### config.mk
export PLATFORM = sky130hd
export DESIGN_NAME = pdi_frame_phy_core
export DESIGN_NICKNAME = d
export VERILOG_FILES = /design/src/hw/rtl/pdi_pkg.sv /design/src/hw/rtl/pdi_frame_phy_core.sv
export SDC_FILE = /design/constraint.sdc
export NUM_CORES = 1
export LEC_CHECK = 0
export ABC_AREA = 0
export BUFFER_PORTS_ARGS = -buffer_cell sky130_fd_sc_hd__buf_2
export CELL_PAD_IN_SITES_DETAIL_PLACEMENT = 1
export CELL_PAD_IN_SITES_GLOBAL_PLACEMENT = 1
export CORE_MARGIN = 2
export CORE_UTILIZATION = 44
export CTS_CLUSTER_DIAMETER = 120
export DETAILED_ROUTE_END_ITERATION = 12
export GPL_ROUTABILITY_DRIVEN = 0
export PLACE_DENSITY_LB_ADDON = 0.1
export SLEW_MARGIN = 5
export SYNTH_ARGS = -nofsm -noshare
export SYNTH_HDL_FRONTEND = slang
export SYNTH_SLANG_ARGS = --single-unit
### constraint.sdc
create_clock -name clk -period 3.2 [get_ports clk]
set_clock_uncertainty 0.15 [all_clocks]
set_input_delay 0.32 -clock clk [delete_from_list [all_inputs] [get_ports clk]]
set_output_delay 0.32 -clock clk [all_outputs]
set_load 0.01 [all_outputs]
### src/hw/rtl/pdi_pkg.sv
// ----------------------------------------------------------------------------
// pdi_pkg
// Shared types, codes and helpers for the two-wire programming-interface
// frame engine.
// ----------------------------------------------------------------------------
package pdi_pkg;

    // operation codes of an input item
    localparam logic [2:0] OP_SEND_BYTE  = 3'd0;
    localparam logic [2:0] OP_SEND_IDLE  = 3'd1;
    localparam logic [2:0] OP_SEND_BREAK = 3'd2;
    localparam logic [2:0] OP_RECEIVE    = 3'd3;
    localparam logic [2:0] OP_TICK       = 3'd4;

    // receive status codes
    localparam logic [1:0] ST_OK      = 2'd0;
    localparam logic [1:0] ST_TIMEOUT = 2'd1;
    localparam logic [1:0] ST_PARITY  = 2'd2;
    localparam logic [1:0] ST_BADSTOP = 2'd3;

    // frame layout
    localparam logic [3:0]  FRAME_BITS    = 4'd12;
    localparam logic [3:0]  RX_DATA_BITS  = 4'd8;
    localparam logic [3:0]  RX_PARITY_BIT = 4'd8;
    localparam logic [3:0]  RX_LAST_BIT   = 4'd10;
    localparam logic [11:0] FRAME_IDLE    = 12'hFFF;
    localparam logic [11:0] FRAME_BREAK   = 12'h000;
    localparam logic [7:0]  TIMEOUT_RESET = 8'd250;

    // link phase
    typedef enum logic [1:0] {
        PH_IDLE   = 2'd0,
        PH_TX     = 2'd1,
        PH_RXWAIT = 2'd2,
        PH_RXDATA = 2'd3
    } phase_t;

    // even parity over one byte
    function automatic logic parity8(input logic [7:0] b);
        return ^b;
    endfunction

    // data byte frame: start 0, data lsb first, parity, two stop 1s
    function automatic logic [11:0] byte_frame(input logic [7:0] b);
        return {2'b11, parity8(b), b, 1'b0};
    endfunction

endpackage

### src/hw/rtl/pdi_frame_phy_core.sv
// ----------------------------------------------------------------------------
// pdi_frame_phy_core
// Bit-level frame engine of a two-wire programming interface: sends byte,
// idle and break frames and receives a byte frame, one bit period per tick.
// ----------------------------------------------------------------------------
// Usage:
//   Input channel (in_valid / in_stall) carries operation, data_byte and
//   line_in. A send or receive command arms the engine; each bit tick item
//   then drives or samples one bit period. Commands while busy are dropped
//   and flagged with rejected.
//   Output channel (out_valid / out_stall) returns exactly one result item
//   for every input item, in order.
//   cfg_wr_en / cfg_wr_data write rx_timeout; write only while idle.
// Pipeline and throughput:
//   An item sits in the input register, then its result is loaded into
//   the output register once that register is free of a stalled result.
//   One item per cycle is sustained while out_stall is low; the whole step
//   is one pass through the frame logic between the two registers.
// Reset:
//   Phase idle, line released, rx_timeout 250, both channels empty.
// Stall:
//   While out_stall holds a result, the input register keeps its item and
//   in_stall rises only once that register is occupied.
// ----------------------------------------------------------------------------
module pdi_frame_phy_core
    import pdi_pkg::*;
(
    input  logic       clk,
    input  logic       rst_n,
    // configuration
    input  logic       cfg_wr_en,
    input  logic [7:0] cfg_wr_data,
    // input channel
    input  logic       in_valid,
    output logic       in_stall,
    input  logic [2:0] operation,
    input  logic [7:0] data_byte,
    input  logic       line_in,
    // output channel
    output logic       out_valid,
    input  logic       out_stall,
    output logic       line_out,
    output logic       line_drive,
    output logic       clock_run,
    output logic       busy_res,
    output logic       rx_done,
    output logic [7:0] rx_byte,
    output logic [1:0] rx_status,
    output logic       rejected
);

    // configuration register
    logic [7:0] rx_timeout_reg;

    // input register
    logic       in_vld_reg;
    logic [2:0] op_reg;
    logic [7:0] db_reg;
    logic       li_reg;

    // engine state
    phase_t      phase_reg, phase_next;
    logic [11:0] tx_frame_reg, tx_frame_next;
    logic [3:0]  bit_index_reg, bit_index_next;
    logic [7:0]  wait_count_reg, wait_count_next;
    logic [7:0]  rx_shift_reg, rx_shift_next;
    logic [1:0]  rx_error_reg, rx_error_next;
    logic        drive_enable_reg, drive_enable_next;

    // result register
    logic       out_vld_reg;
    logic       lo_reg, ld_reg, clk_run_reg, busy_reg, done_reg, rej_reg;
    logic [7:0] rbyte_reg;
    logic [1:0] rstat_reg;
    logic       lo_next, ld_next, clk_run_next, done_next, rej_next;
    logic [7:0] rbyte_next;
    logic [1:0] rstat_next;

    // handshake
    logic advance;
    logic in_take;

    assign advance  = in_vld_reg && (!out_vld_reg || !out_stall);
    assign in_stall = in_vld_reg && !advance;
    assign in_take  = in_valid && !in_stall;

    // item decode
    logic is_cmd, is_tick, cmd_ok;
    logic tx_last, rx_last;

    assign is_cmd  = (op_reg == OP_SEND_BYTE) || (op_reg == OP_SEND_IDLE)
                  || (op_reg == OP_SEND_BREAK) || (op_reg == OP_RECEIVE);
    assign is_tick = (op_reg == OP_TICK);
    assign cmd_ok  = is_cmd && (phase_reg == PH_IDLE);
    assign tx_last = (bit_index_reg >= FRAME_BITS - 4'd1);
    assign rx_last = (bit_index_reg >= RX_LAST_BIT);

    // next phase
    always_comb
    begin
        phase_next = phase_reg;
        if (cmd_ok)
        begin
            phase_next = (op_reg == OP_RECEIVE) ? PH_RXWAIT : PH_TX;
        end
        else if (is_tick)
        begin
            unique case (phase_reg)
                PH_IDLE:
                begin
                    phase_next = PH_IDLE;
                end
                PH_TX:
                begin
                    if (tx_last)
                    begin
                        phase_next = PH_IDLE;
                    end
                end
                PH_RXWAIT:
                begin
                    priority if (wait_count_reg == 8'd0)
                    begin
                        phase_next = PH_IDLE;
                    end
                    else if (!li_reg)
                    begin
                        phase_next = PH_RXDATA;
                    end
                    else if (wait_count_reg == 8'd1)
                    begin
                        phase_next = PH_IDLE;
                    end
                    else
                    begin
                        phase_next = PH_RXWAIT;
                    end
                end
                PH_RXDATA:
                begin
                    if (rx_last)
                    begin
                        phase_next = PH_IDLE;
                    end
                end
                default:
                begin
                    phase_next = PH_IDLE;
                end
            endcase
        end
    end

    // datapath and result fields
    always_comb
    begin
        tx_frame_next     = tx_frame_reg;
        bit_index_next    = bit_index_reg;
        wait_count_next   = wait_count_reg;
        rx_shift_next     = rx_shift_reg;
        rx_error_next     = rx_error_reg;
        drive_enable_next = drive_enable_reg;
        ld_next           = drive_enable_reg;
        lo_next           = drive_enable_reg & tx_frame_reg[11];
        clk_run_next      = 1'b0;
        done_next         = 1'b0;
        rbyte_next        = 8'd0;
        rstat_next        = ST_OK;
        rej_next          = is_cmd && (phase_reg != PH_IDLE);

        if (cmd_ok)
        begin
            bit_index_next = 4'd0;
            priority if (op_reg == OP_RECEIVE)
            begin
                drive_enable_next = 1'b0;
                wait_count_next   = rx_timeout_reg;
                rx_shift_next     = 8'd0;
                rx_error_next     = ST_OK;
                ld_next           = 1'b0;
                lo_next           = 1'b0;
            end
            else if (op_reg == OP_SEND_BYTE)
            begin
                tx_frame_next = byte_frame(db_reg);
            end
            else if (op_reg == OP_SEND_IDLE)
            begin
                tx_frame_next = FRAME_IDLE;
            end
            else
            begin
                tx_frame_next = FRAME_BREAK;
            end
        end
        else if (is_tick)
        begin
            unique case (phase_reg)
                PH_IDLE:
                begin
                    clk_run_next = 1'b0;
                end
                PH_TX:
                begin
                    drive_enable_next = 1'b1;
                    ld_next           = 1'b1;
                    lo_next           = (bit_index_reg < FRAME_BITS)
                                      ? tx_frame_reg[bit_index_reg] : 1'b1;
                    clk_run_next      = 1'b1;
                    bit_index_next    = bit_index_reg + 4'd1;
                end
                PH_RXWAIT:
                begin
                    ld_next = 1'b0;
                    lo_next = 1'b0;
                    if (wait_count_reg == 8'd0)
                    begin
                        done_next  = 1'b1;
                        rstat_next = ST_TIMEOUT;
                    end
                    else
                    begin
                        clk_run_next    = 1'b1;
                        wait_count_next = wait_count_reg - 8'd1;
                        priority if (!li_reg)
                        begin
                            bit_index_next = 4'd0;
                            rx_shift_next  = 8'd0;
                            rx_error_next  = ST_OK;
                        end
                        else if (wait_count_reg == 8'd1)
                        begin
                            done_next  = 1'b1;
                            rstat_next = ST_TIMEOUT;
                        end
                        else
                        begin
                            done_next = 1'b0;
                        end
                    end
                end
                PH_RXDATA:
                begin
                    ld_next      = 1'b0;
                    lo_next      = 1'b0;
                    clk_run_next = 1'b1;
                    // sample data, then parity, then stop bits
                    priority if (bit_index_reg < RX_DATA_BITS)
                    begin
                        rx_shift_next = rx_shift_reg
                                      | ({7'd0, li_reg} << bit_index_reg[2:0]);
                    end
                    else if (bit_index_reg == RX_PARITY_BIT)
                    begin
                        if (li_reg != parity8(rx_shift_reg))
                        begin
                            rx_error_next = ST_PARITY;
                        end
                    end
                    else
                    begin
                        if ((rx_error_reg == ST_OK) && !li_reg)
                        begin
                            rx_error_next = ST_BADSTOP;
                        end
                    end
                    if (rx_last)
                    begin
                        done_next      = 1'b1;
                        rbyte_next     = rx_shift_next;
                        rstat_next     = rx_error_next;
                        bit_index_next = 4'd0;
                    end
                    else
                    begin
                        bit_index_next = bit_index_reg + 4'd1;
                    end
                end
                default:
                begin
                    clk_run_next = 1'b0;
                end
            endcase
        end
    end

    // configuration register
    always_ff @(posedge clk or negedge rst_n)
    begin
        if (!rst_n)
        begin
            rx_timeout_reg <= TIMEOUT_RESET;
        end
        else if (cfg_wr_en)
        begin
            rx_timeout_reg <= cfg_wr_data;
        end
    end

    // input register
    always_ff @(posedge clk or negedge rst_n)
    begin
        if (!rst_n)
        begin
            in_vld_reg <= 1'b0;
        end
        else if (in_take)
        begin
            in_vld_reg <= 1'b1;
        end
        else if (advance)
        begin
            in_vld_reg <= 1'b0;
        end
    end

    always_ff @(posedge clk)
    begin
        if (in_take)
        begin
            op_reg <= operation;
            db_reg <= data_byte;
            li_reg <= line_in;
        end
    end

    // engine state
    always_ff @(posedge clk or negedge rst_n)
    begin
        if (!rst_n)
        begin
            phase_reg        <= PH_IDLE;
            tx_frame_reg     <= FRAME_IDLE;
            bit_index_reg    <= 4'd0;
            wait_count_reg   <= 8'd0;
            rx_shift_reg     <= 8'd0;
            rx_error_reg     <= ST_OK;
            drive_enable_reg <= 1'b0;
        end
        else if (advance)
        begin
            phase_reg        <= phase_next;
            tx_frame_reg     <= tx_frame_next;
            bit_index_reg    <= bit_index_next;
            wait_count_reg   <= wait_count_next;
            rx_shift_reg     <= rx_shift_next;
            rx_error_reg     <= rx_error_next;
            drive_enable_reg <= drive_enable_next;
        end
    end

    // result register
    always_ff @(posedge clk or negedge rst_n)
    begin
        if (!rst_n)
        begin
            out_vld_reg <= 1'b0;
        end
        else if (advance)
        begin
            out_vld_reg <= 1'b1;
        end
        else if (!out_stall)
        begin
            out_vld_reg <= 1'b0;
        end
    end

    always_ff @(posedge clk)
    begin
        if (advance)
        begin
            lo_reg      <= lo_next;
            ld_reg      <= ld_next;
            clk_run_reg <= clk_run_next;
            busy_reg    <= (phase_next != PH_IDLE);
            done_reg    <= done_next;
            rbyte_reg   <= rbyte_next;
            rstat_reg   <= rstat_next;
            rej_reg     <= rej_next;
        end
    end

    // output ports
    assign out_valid  = out_vld_reg;
    assign line_out   = lo_reg;
    assign line_drive = ld_reg;
    assign clock_run  = clk_run_reg;
    assign busy_res   = busy_reg;
    assign rx_done    = done_reg;
    assign rx_byte    = rbyte_reg;
    assign rx_status  = rstat_reg;
    assign rejected   = rej_reg;

    // a finished receive leaves the engine idle
    assert property (@(posedge clk) disable iff (!rst_n)
        (out_vld_reg && done_reg) |-> !busy_reg)
        else $error("rx_done reported while still busy");

    // a dropped command never clocks a bit period
    assert property (@(posedge clk) disable iff (!rst_n)
        (out_vld_reg && rej_reg) |-> !clk_run_reg)
        else $error("rejected command clocked the link");

    // the line stays released for the whole receive
    assert property (@(posedge clk) disable iff (!rst_n)
        ((phase_reg == PH_RXWAIT) || (phase_reg == PH_RXDATA)) |-> !drive_enable_reg)
        else $error("line driven while receiving");

    // send index never runs past the frame
    assert property (@(posedge clk) disable iff (!rst_n)
        (phase_reg == PH_TX) |-> (bit_index_reg < FRAME_BITS))
        else $error("send bit index beyond frame");

    // input stall only backs up an occupied input register
    assert property (@(posedge clk) disable iff (!rst_n)
        in_stall |-> (in_vld_reg && out_vld_reg))
        else $error("input stalled with room in the pipeline");

endmodule

==> reports/qor.txt <==
Die ar. -> 9280 µm²
PD cells -> 738 nW/µm²
# diodes -> 0
Pre-Repair DR Iteration Count -> 4
Root Buffer -> clkbuf_8
placed instance area -> 4060 µm²
CTS tree -> yes
CP Class -> reg -> reg
Worst setup SP type -> register
path depth of the worst reg2reg path -> 6
Residual DRC -> 0
fmax -> 405 MHz
Avg WL per Cell -> 17.3 µm
Overall Global Routing Usage -> 21.2%
ys async rst share -> 62.2%
Fillers -> 923
sequential area share after synthesis -> 53.7%
first-pass GRT wire length -> 14.7 mm
Longest Clk Path Bufs -> 2
share of the synthesized area in the top cell type -> 22.4%
1st-iter DRT viols -> 85
Worst-path clk slew -> 0.08 ns
Yosys cell types -> 60
share of cells above drive strength 1 -> 25.8%
final hold vios -> 0
Worst-Margin Slew -> 1.04 ns
r2r startpoint -> bit_index_reg[0]
clock latency on the worst-skew pair -> 0.35 ns
Tightest Hold Check Type -> in -> async
Max Transition Viols Final -> 0
clock buffer count from CTS -> 9
Worst slew margin -> 30.7%
number of flip-flops under the largest register name -> 11
die width -> 96.3 µm
Port-buffer cells -> 42
Final Setup Violations -> 0
Avg Synthesized Cell Area -> 10.9 µm²
TNS Setup -> 0 ns
Placeable Area -> 8260 µm²
clock period minus worst slack -> 2.47 ns
FF+latch count, synth -> 74
static leakage -> 1.73 nW
Req. time, crit path -> 3.14 ns
RSZ-0062 raised after global routing -> no
maximum net fanout on the critical path -> 12
synth top area cells -> edfxtp_1 (22%), dfrtp_1 (19%), dfstp_2 (12%)
Final ANT Viol Nets -> 0
grt total ovfl -> 0
Arrival @ worst endpoint -> 2.41 ns
num rows -> 33
number of max-cap violations -> 0
Initial Utilization -> 45.4%
vias in the first global route -> 2839
fin crit share -> 77.1%
Peak supply drop -> 0.297 mV
via count -> 2825
vias per cell -> 5.56
dominant register cell in the synthesized netlist -> dfrtp_1
Total Routed Length -> 8.76 mm
Synthesis Warnings -> 0
Crit. End Element -> register
Sink Count -> 74
post-layout instance area -> 4360 µm²
Mapped Nets -> 380
post-CTS setup buffer count -> 0
Die Ht -> 96.3 µm
Synth-to-Final Area Change -> 16.2%
Clock H-tree levels -> 3
initial antenna violation count -> 0
Total Power -> 3.22 mW
Post-Syn Area -> 3750 µm²
status -> finished, final reports clean
nets -> 434
largest net degree at the start of global routing -> 47
worst r2r dst -> rx_status[0]
EDFF count, synth -> 28
Hold Slack -> 0.00105 ns
Reg2Reg Setup Slack -> 0.73 ns
Detail Placement HPWL -> 6.20 mm
I/O Pins -> 43
Post-CTS Resized -> 0
cell taking the most area after synthesis -> edfxtp_1
Cells after Synth -> 344
synthesized netlist by cell type, types with 2 or more instances:
library cell / count
nand2_1: 26
clkbuf_1: 8
edfxtp_1: 28
ha_1: 11
o22ai_1: 2
a21o_1: 3
a41oi_1: 2
inv_1: 11
or3_1: 2
o211ai_1: 4
a22o_1: 3
mux2_2: 9
dfstp_2: 17
xor2_1: 2
dfrtp_1: 29
o21ai_0: 42
mux4_2: 2
o31ai_2: 2
nand3_1: 10
a22oi_1: 4
o21ai_1: 4
a21oi_1: 27
buf_2: 6
and3_1: 2
nor2_1: 24
nor3_1: 5
nor2b_1: 5
xnor2_1: 8
nand2b_1: 8
a31oi_1: 7
nand4_1: 2
critical path, stage by stage (launching register included):
cell     delay [ns]
dfrtp_1        0.62
inv_1          0.18
ha_1           0.22
or3_1          0.36
and3_1         0.22
nand2_1        0.31
o22ai_1        0.15
worst max path at each step:
stage | from | end | depth (start not counted)
floorplan | bit_index_reg[0] | rx_status[0] | 7
global placement | bit_index_reg[0] | rx_status[0] | 6
detailed placement | bit_index_reg[0] | rx_status[0] | 6
CTS | bit_index_reg[0] | rx_status[0] | 6
global route | bit_index_reg[0] | rx_status[0] | 6
finish | bit_index_reg[0] | rx_status[0] | 6
metal layers:
layer | GRT usage (%) | vias up | share of wire, %
met1 | 29.0 | 1393 | 47
met4 | 6.46 | 0 | 1.4
li1 | - | 1358 | -
met5 | 0 | - | 0
met2 | 33.8 | 63 | 47
met3 | 4.54 | 11 | 3.8
stage by stage:
stage | util [%] | worst slack, ns | cells
detailed placement | 49.2 | 0.696 | 481
global placement | 49.2 | 0.816 | 481
CTS | 52.8 | 0.677 | 508
floorplan | - | 1.09 | 344
global route | 52.8 | 0.549 | 508
finish | 52.8 | 0.732 | 508
power breakdown:
| group | leakage, nW | switching, mW | internal, mW | total [mW] |
|---|---|---|---|---|
| clock network | 0.0933 | 0.353 | 0.360 | 0.712 |
| logic | 0.814 | 0.620 | 0.450 | 1.07 |
| registers | 0.821 | 0.212 | 1.22 | 1.44 |
placed cells by master, fill, tap and decap left out, types with 6 or more instances in the layout:
cell type      count
nand2b_1           8
nand3_1           10
ha_1              11
nor2_1            24
edfxtp_1          28
mux2_2             9
buf_2             42
nand2_1           26
xnor2_1            8
dfrtp_1           29
o21ai_0           42
dfstp_2           17
clkbuf_8           9
inv_1             11
dlygate4sd3_1     11
buf_4              6
a21oi_1           27
a31oi_1            7
kinds of logic (layout without fill, tap and decap cells):
family	after synthesis	after routing	share of synthesized area, %
compound gates	113	113	18.4
xor+xnor	12	12	3.57
fa+ha+maj	11	11	3.67
buf+inv	27	86	3.10
flops	74	74	53.7
mux	13	13	4.54
simple gates	94	94	13.0
layout make-up:
type,instances,area [µm²],area share [%]
clock buffer,11,131,3.01
clock inverter,5,56.3,1.29
inverter,11,41.3,0.947
multi-input combinational,243,1620,37.2
sequential,74,2010,46.2
tap,105,131,3.01
timing repair buffer,59,365,8.38
what timing repair did:
item,4_1_cts,5_1_grt
hold buffers,11,0
endpoints found under the hold margin,11,0
endpoints found under the setup margin,0,0
No activity file was read; power rests on OpenSTA's default activity.
